===== src/rtl/segment_intersection_classifier_defines.svh =====
// Assertion macros for the segment intersection classifier top level
`ifndef SEGMENT_INTERSECTION_CLASSIFIER_DEFINES_SVH
`define SEGMENT_INTERSECTION_CLASSIFIER_DEFINES_SVH

// Same-cycle implication, disabled while reset is asserted
`define SIC_ASSERT_NOW(label, clk, rst_n, ante, cons) \
  label: assert property (@(posedge clk) disable iff (!rst_n) (ante) |-> (cons)) \
    else $error("segment classifier check failed");

// Next-cycle implication, disabled while reset is asserted
`define SIC_ASSERT_NEXT(label, clk, rst_n, ante, cons) \
  label: assert property (@(posedge clk) disable iff (!rst_n) (ante) |=> (cons)) \
    else $error("segment classifier check failed");

`endif


===== src/rtl/sic_pkg.sv =====
// Shared types and constants for the segment intersection classifier
`timescale 1ns / 1ps

package sic_pkg;

  localparam int COORD_WIDTH_DEF = 16;

  typedef enum logic [2:0] {
    REL_COLLINEAR   = 3'd0,
    REL_PARALLEL    = 3'd1,
    REL_LINES       = 3'd2,
    REL_SEGMENTS    = 3'd3,
    REL_A_BISECTS_B = 3'd4,
    REL_B_BISECTS_A = 3'd5
  } relation_t;

  // Per-item control that rides alongside the divider stages
  typedef struct packed {
    logic      vld;
    relation_t rel;
    logic      cv;
  } sic_side_t;

endpackage


===== src/rtl/sic_point_div.sv =====
// Pipelined restoring divider that places one intersection coordinate and saturates it
`timescale 1ns / 1ps

module sic_point_div import sic_pkg::*; #(
  parameter int COORD_WIDTH = COORD_WIDTH_DEF
) (
  input  logic                          clk,
  input  logic                          en,
  input  logic [3*COORD_WIDTH+3:0]      num_mag,
  input  logic [2*COORD_WIDTH+2:0]      den_mag,
  input  logic                          neg,
  input  logic signed [COORD_WIDTH-1:0] start,
  output logic signed [COORD_WIDTH-1:0] coord,
  output logic                          clip
);

  localparam int W  = COORD_WIDTH;
  localparam int PW = 3 * W + 4;
  localparam int DW = 2 * W + 3;
  localparam int QB = W + 1;
  localparam int SW = W + 3;

  localparam logic signed [SW-1:0] HI = {{(SW - W + 1){1'b0}}, {(W - 1){1'b1}}};
  localparam logic signed [SW-1:0] LO = {{(SW - W + 1){1'b1}}, {(W - 1){1'b0}}};

  logic [DW-1:0]         rem_r   [QB+1];
  logic [DW-1:0]         den_r   [QB+1];
  logic [QB-1:0]         lo_r    [QB+1];
  logic [QB-1:0]         q_r     [QB+1];
  logic                  neg_r   [QB+1];
  logic                  ovf_r   [QB+1];
  logic signed [W-1:0]   start_r [QB+1];

  logic                  ovf_nxt;
  logic signed [SW-1:0]  qmag;
  logic signed [SW-1:0]  qsgn;
  logic signed [SW-1:0]  sum;
  logic signed [W-1:0]   coord_nxt;
  logic                  clip_nxt;
  logic signed [W-1:0]   coord_r;
  logic                  clip_r;

  // A quotient of 2^(W+1) or more lands outside the range from any start
  assign ovf_nxt = (num_mag[PW-1:QB] >= den_mag);

  always_ff @(posedge clk) begin
    if (en) begin
      rem_r[0]   <= num_mag[PW-1:QB];
      den_r[0]   <= den_mag;
      lo_r[0]    <= num_mag[QB-1:0];
      q_r[0]     <= '0;
      neg_r[0]   <= neg;
      ovf_r[0]   <= ovf_nxt;
      start_r[0] <= start;
    end
  end

  for (genvar k = 1; k <= QB; k++) begin : g_step
    logic [DW:0]   trial;
    logic [DW:0]   diff;
    logic          ge;
    logic [DW-1:0] rem_nxt;

    assign trial   = {rem_r[k-1], lo_r[k-1][QB-1]};
    assign diff    = trial - {1'b0, den_r[k-1]};
    assign ge      = (trial >= {1'b0, den_r[k-1]});
    assign rem_nxt = ge ? diff[DW-1:0] : trial[DW-1:0];

    always_ff @(posedge clk) begin
      if (en) begin
        rem_r[k]   <= rem_nxt;
        den_r[k]   <= den_r[k-1];
        lo_r[k]    <= {lo_r[k-1][QB-2:0], 1'b0};
        q_r[k]     <= {q_r[k-1][QB-2:0], ge};
        neg_r[k]   <= neg_r[k-1];
        ovf_r[k]   <= ovf_r[k-1];
        start_r[k] <= start_r[k-1];
      end
    end
  end

  always_comb begin
    qmag = SW'(q_r[QB]);
    qsgn = neg_r[QB] ? -qmag : qmag;
    sum  = SW'(start_r[QB]) + qsgn;
    if (ovf_r[QB]) begin
      coord_nxt = neg_r[QB] ? LO[W-1:0] : HI[W-1:0];
      clip_nxt  = 1'b1;
    end else if (sum > HI) begin
      coord_nxt = HI[W-1:0];
      clip_nxt  = 1'b1;
    end else if (sum < LO) begin
      coord_nxt = LO[W-1:0];
      clip_nxt  = 1'b1;
    end else begin
      coord_nxt = sum[W-1:0];
      clip_nxt  = 1'b0;
    end
  end

  always_ff @(posedge clk) begin
    if (en) begin
      coord_r <= coord_nxt;
      clip_r  <= clip_nxt;
    end
  end

  assign coord = coord_r;
  assign clip  = clip_r;

endmodule


===== config.mk =====
export PLATFORM = sky130hd
export DESIGN_NAME = sic_point_div
export DESIGN_NICKNAME = d
export VERILOG_FILES = /design/src/rtl/segment_intersection_classifier_defines.svh /design/src/rtl/sic_pkg.sv /design/src/rtl/sic_point_div.sv
export SDC_FILE = /design/constraint.sdc
export NUM_CORES = 2
export LEC_CHECK = 0
export BUFFER_PORTS_ARGS = -buffer_cell sky130_fd_sc_hd__buf_2
export CAP_MARGIN = 20
export CORE_ASPECT_RATIO = 1.2
export CORE_UTILIZATION = 64
export CTS_CLUSTER_DIAMETER = 60
export CTS_CLUSTER_SIZE = 25
export DETAILED_ROUTE_END_ITERATION = 8
export PLACE_DENSITY = 0.81
export SLEW_MARGIN = 20
export SYNTH_ARGS = -nofsm -noshare
export SYNTH_HDL_FRONTEND = slang
export SYNTH_SLANG_ARGS = --single-unit

===== constraint.sdc =====
create_clock -name clk -period 5.5 [get_ports clk]
set_clock_uncertainty 0.05 [all_clocks]
set_input_delay 0.55 -clock clk [delete_from_list [all_inputs] [get_ports clk]]
set_output_delay 0.55 -clock clk [all_outputs]
set_load 0.005 [all_outputs]

# ---- Word level (Yosys, flattened, before mapping)
# Memory sizes are Yosys's and may differ from the RTL's.
# Index checks and enable logic that the tools add are counted.
dict set report classes {
  muxes 25
  add_sub_neg 19
  order_cmp 20
  reduce_logical 1
}
# operator count
set op_table {}
lappend op_table {{$ge 36x35->1} 17}
lappend op_table {{$mux 35} 17}
lappend op_table {{$sub 35x35->35} 17}
lappend op_table {{$mux 16} 4}
lappend op_table {{$ge 35x35->1} 1}
lappend op_table {{$add 16x19->19} 1}
lappend op_table {{$gt 19x16->1 const B} 1}
lappend op_table {{$lt 19x16->1 const B} 1}
lappend op_table {{$mux 19} 1}
lappend op_table {{$neg 17->19} 1}
lappend op_table {{$mux 1} 3}
lappend op_table {{$reduce_or 2->1} 1}
dict set report word_totals {
  elab_cells 74
  mem_bits_rw 2196
  n_memories 7
  register_bits 17
}
# memory depth width rd rd_clocked_by_memory_dff wr line
set memory_table {}
lappend memory_table {den_r 18 35 17 0 18 sic_point_div.sv:27} ;# logic [DW-1:0] den_r [QB+1];
lappend memory_table {rem_r 18 35 17 0 18 sic_point_div.sv:26} ;# logic [DW-1:0] rem_r [QB+1];
lappend memory_table {lo_r 18 17 17 0 18 sic_point_div.sv:28} ;# logic [QB-1:0] lo_r [QB+1];
lappend memory_table {q_r 18 17 18 0 18 sic_point_div.sv:29} ;# logic [QB-1:0] q_r [QB+1];
lappend memory_table {start_r 18 16 18 0 18 sic_point_div.sv:32} ;# logic signed [W-1:0] start_r [QB+1];
lappend memory_table {neg_r 18 1 18 0 18 sic_point_div.sv:30} ;# logic neg_r [QB+1];
lappend memory_table {{+1 memories} -- -- -- -- -- --}

# ---- Longest topological paths before layout
# An unclocked memory read counts as a cell.
dict set report depth {
  depth_word 8
  depth_mapped 19
  depth_no_buf 17
}

# ---- Least setup slack after synthesis
# Ideal clock, no wire load.
dict set report synth_path {
  kind {register -> register}
  from {memory q_r[17][8] (netlist bit)}
  to {register coord_r[10], in the netlist coord[10], data pin}
  path_stages_with_launch 17
  t_arrival_ns 3.939
  path_slack_ns 1.369
  path_buffers 1
  setup_time_ns 0.142
  period_less_slack_ns 4.131
  path_cell_list {edfxtp_1 or4_4 or3_1 or2_2 o41ai_1 xnor2_1 ha_1 and2_1 nand2_1 a2bb2oi_1 o311ai_0 a21oi_1 xor2_1 a31oi_4 a21o_4 buf_12 o21ai_2}
}
# item line
set synth_lines {}
lappend synth_lines {{from (decl)} sic_point_div.sv:29}
lappend synth_lines {{to (signal assigned)} sic_point_div.sv:103} ;# coord_r <= coord_nxt;
lappend synth_lines {{to (decl)} sic_point_div.sv:40} ;# logic signed [W-1:0] coord_r;

==> flow_summary_export.csv <==
group,metric,value,unit
route,drc_errors,0,
clock_network,postCtsSetupBuffers,0,
critical_path,path_cells,"nor3_1 > nand3_1 > or2_2 > or3_1 > or2_2 > o41ai_1 > xnor2_1 > ha_1 > and2_1 > nand2_1 > a2bb2oi_1 > o311ai_0 > a21oi_1 > xor2_1 > a31oi_4 > a21o_4 > o31ai_1",
final_layout,nNetsFinal,8994,
sta,finalHoldViolCount,0,
critical_path,slowest_delay,0.45,ns
yosys,post_synth.cell_area_avg,11.9,µm²
yosys,synthArstFlopShare,0,%
sta,rsz0062_at_grt,"false",
critical_path,cpMaxStageDelayCell,"edfxtp_1",
sta,fmax,210,MHz
clock_network,cts_tree,"done",
critical_path,arrival,5.33,ns
power_and_ir_drop,leakage,42.2,nW
sta,maxSlewHeadroom,21.8,%
flow_run,drv_cap,0,
critical_path,critPathCaptureType,"flip-flop",
clock_network,clk_pin_slew,0.08,ns
power_and_ir_drop,ir_drop,481,µV
yosys,yosysWarnings,0,
global_route,grt-ovfl-total,0,
yosys,ys_ff_latch,1837,
route,first_pass_iters,6,
yosys,syn-num-nets,8724,
sta,setup_viol,0,
critical_path,path_delay_family,"simple AND/OR/NAND/NOR gates",
yosys,synth_cells,7950,
clock_network,ctsResizeCount,0,
sta,worst_slew_pin_slew,1.16,ns
floorplanning,rows,154,
sta,fin_crit_sh,86.7,%
floorplanning,die_height,424,µm
global_route,antenna_found_initial,9,
clock_network,htreeDepth,4,
global_route,track_usage,30.1,%
clock_network,cts_sinks,1837,
route,finalWirelength,227,mm
global_route,grt_pass1_vias,64009,
place,pre_cts_slack,0.756,ns
yosys,synth_edf_count,1837,
yosys,yosysTopAreaCell,"edfxtp_1",
yosys,yosysUniqueCellTypes,105,
yosys,synth_area,94900,µm²
status,outcome,"completed",
place,dp_hpwl,170,mm
critical_path,crit_type,"reg2reg",
final_layout,fill_cells,9833,
floorplanning,coreArea,147000,µm²
final_layout,finalCoreUtilization,70.6,%
route,drt_iter0_markers,4279,
global_route,grt_max_degree,168,
yosys,yosys.area.top_type_share,58.1,%
critical_path,path_common_cell,"or2_2",
floorplanning,io_pins,123,
critical_path,startpoint_type,"flip-flop",
sta,layout_setup_ws,0.733,ns
yosys,synth.top_cells.by_area,"edfxtp_1 (58%), ha_1 (8.6%), inv_1 (3.1%)",
route,viasPerCell,6.06,
place,io_buffers,122,
route,ant_nets,0,
clock_network,numCtsBuffers,137,
final_layout,area_delta_synth_final,9.31,%
sta,holdWs,0.216,ns
clock_network,holdBufCountCts,104,
final_layout,drive_gt1_share,7.62,%
yosys,synth_top_flop_cell,"edfxtp_1",
sta,drv_slew,0,
critical_path,cp.required,6.07,ns
global_route,grt_pass1_wl,345,mm
floorplanning,start_util,64.6,%
clock_network,ctsLongestPathBuffers,3,
min_path,hold_class,"in2reg",
sta,period_needed,4.77,ns
route,dr_total_vias,62264,
clock_network,clock_latency,0.83,ns
critical_path,cp_max_fo,11,
route,wire_per_inst,22.1,µm
floorplanning,die_area,150000,µm²
place,gp_congestion,1.01,
power_and_ir_drop,fin_total_pwr,57.4,mW
power_and_ir_drop,powerDensity,553,nW/µm²
sta,setup-tns-final,0,ns
floorplanning,die_x,354,µm
clock_network,cts_root_buf,"clkbuf_16",
critical_path,critPathBufInv,0,
yosys,ys_seq_area_share,58.1,%
Yosys cell counts, types with 80 or more instances:
master,instances
ha_1,651
a21oi_1,528
nand2_1,681
o21ai_0,584
nand4_1,89
mux2_2,80
xor2_1,228
nor2_1,342
inv_1,786
o21a_1,90
a21o_1,351
nor3_1,89
edfxtp_1,1837
clkbuf_1,115
nand3_1,113
xnor2_1,272
cell usage in the layout (no fill, tap or decap), types with 72 or more instances in the layout:
cell,synthesis,layout
a21o_1,351,351
a21oi_1,528,527
buf_2,47,121
buf_4,9,83
clkbuf_16,0,143
dlygate4sd3_1,0,104
edfxtp_1,1837,1837
ha_1,651,651
inv_1,786,786
mux2_2,80,80
nand2_1,681,681
nand2b_1,72,72
nand3_1,113,112
nand4_1,89,89
nor2_1,342,342
nor2b_1,75,75
nor3_1,89,88
o21a_1,90,89
o21ai_0,584,584
xnor2_1,272,272
xor2_1,228,228
worst reg2reg max path: stages (launching register included):
cell and delay (ns):
edfxtp_1 0.45, nor3_1 0.24, nand3_1 0.11, or2_2 0.31
or3_1 0.34, or2_2 0.32, o41ai_1 0.32, xnor2_1 0.17
ha_1 0.32, and2_1 0.21, nand2_1 0.09, a2bb2oi_1 0.15
o311ai_0 0.14, a21oi_1 0.32, xor2_1 0.35, a31oi_4 0.09
a21o_4 0.30, o31ai_1 0.29
registers in the layout (all words and copies together) (netlist names):
signal	cells
den_r	595
rem_r	595
start_r	288
lo_r	153
q_r	153
neg_r	18
ovf_r	18
coord	16
clip	1
through the flow:
stage | area (µm²) | std cells
floorplan | 94900 | 7950
global placement | 98000 | 9927
detailed placement | 98000 | 9927
CTS | 104000 | 10268
global route | 104000 | 10272
finish | 104000 | 10276
per-layer routing:
| metal | up-vias | global-route usage, % | share of wire, % |
|---|---|---|---|
| met4 | 0 | 24.5 | 8.9 |
| met1 | 29920 | 25.9 | 31 |
| met3 | 738 | 3.54 | 3.1 |
| met5 | - | 0 | 0 |
| li1 | 29821 | - | - |
| met2 | 1785 | 60.6 | 57 |
layout make-up:
type	count	area, µm²	area share, %
well taps	1950	2440	2.35
flip-flops and latches	1837	55200	53.2
clock inverters	90	1070	1.03
inverters	791	2970	2.86
repair buffers	324	2590	2.50
diodes	8	20.0	0.0193
multi-input cells	5129	35900	34.6
clock buffers	147	3590	3.46
logic make-up (layout without fill, tap and decap cells):
family	after synthesis	after routing	synth area share (%)
fa+ha+maj	668	668	8.94
flops	1837	1837	58.1
simple gates	1689	1689	8.33
compound gates	2151	2151	14.5
mux	121	121	1.42
xor+xnor	500	500	4.61
buf+inv	984	1352	4.10
other cells	0	8	0
path summary, 6_finish.rpt:
check             slack, ns  cells after the start                      to            startpoint
setup / recovery       0.73                     17     coord[11]$_DFFE_PP_  q_r[17][4]$_DFFE_PP_
hold / removal         0.22                      1  rem_r[1][30]$_DFFE_PP_                    en
setup reg to reg       0.73                     17     coord[11]$_DFFE_PP_  q_r[17][4]$_DFFE_PP_
hold reg to reg        0.36                      0    q_r[15][2]$_DFFE_PP_  q_r[14][1]$_DFFE_PP_
report_power, final:
group | switching [mW] | internal, mW | total [mW]
registers | 1.80 | 19.8 | 21.6
clock network | 5.26 | 5.26 | 10.5
logic | 15.0 | 10.3 | 25.3
No activity file was read; power rests on OpenSTA's default activity.
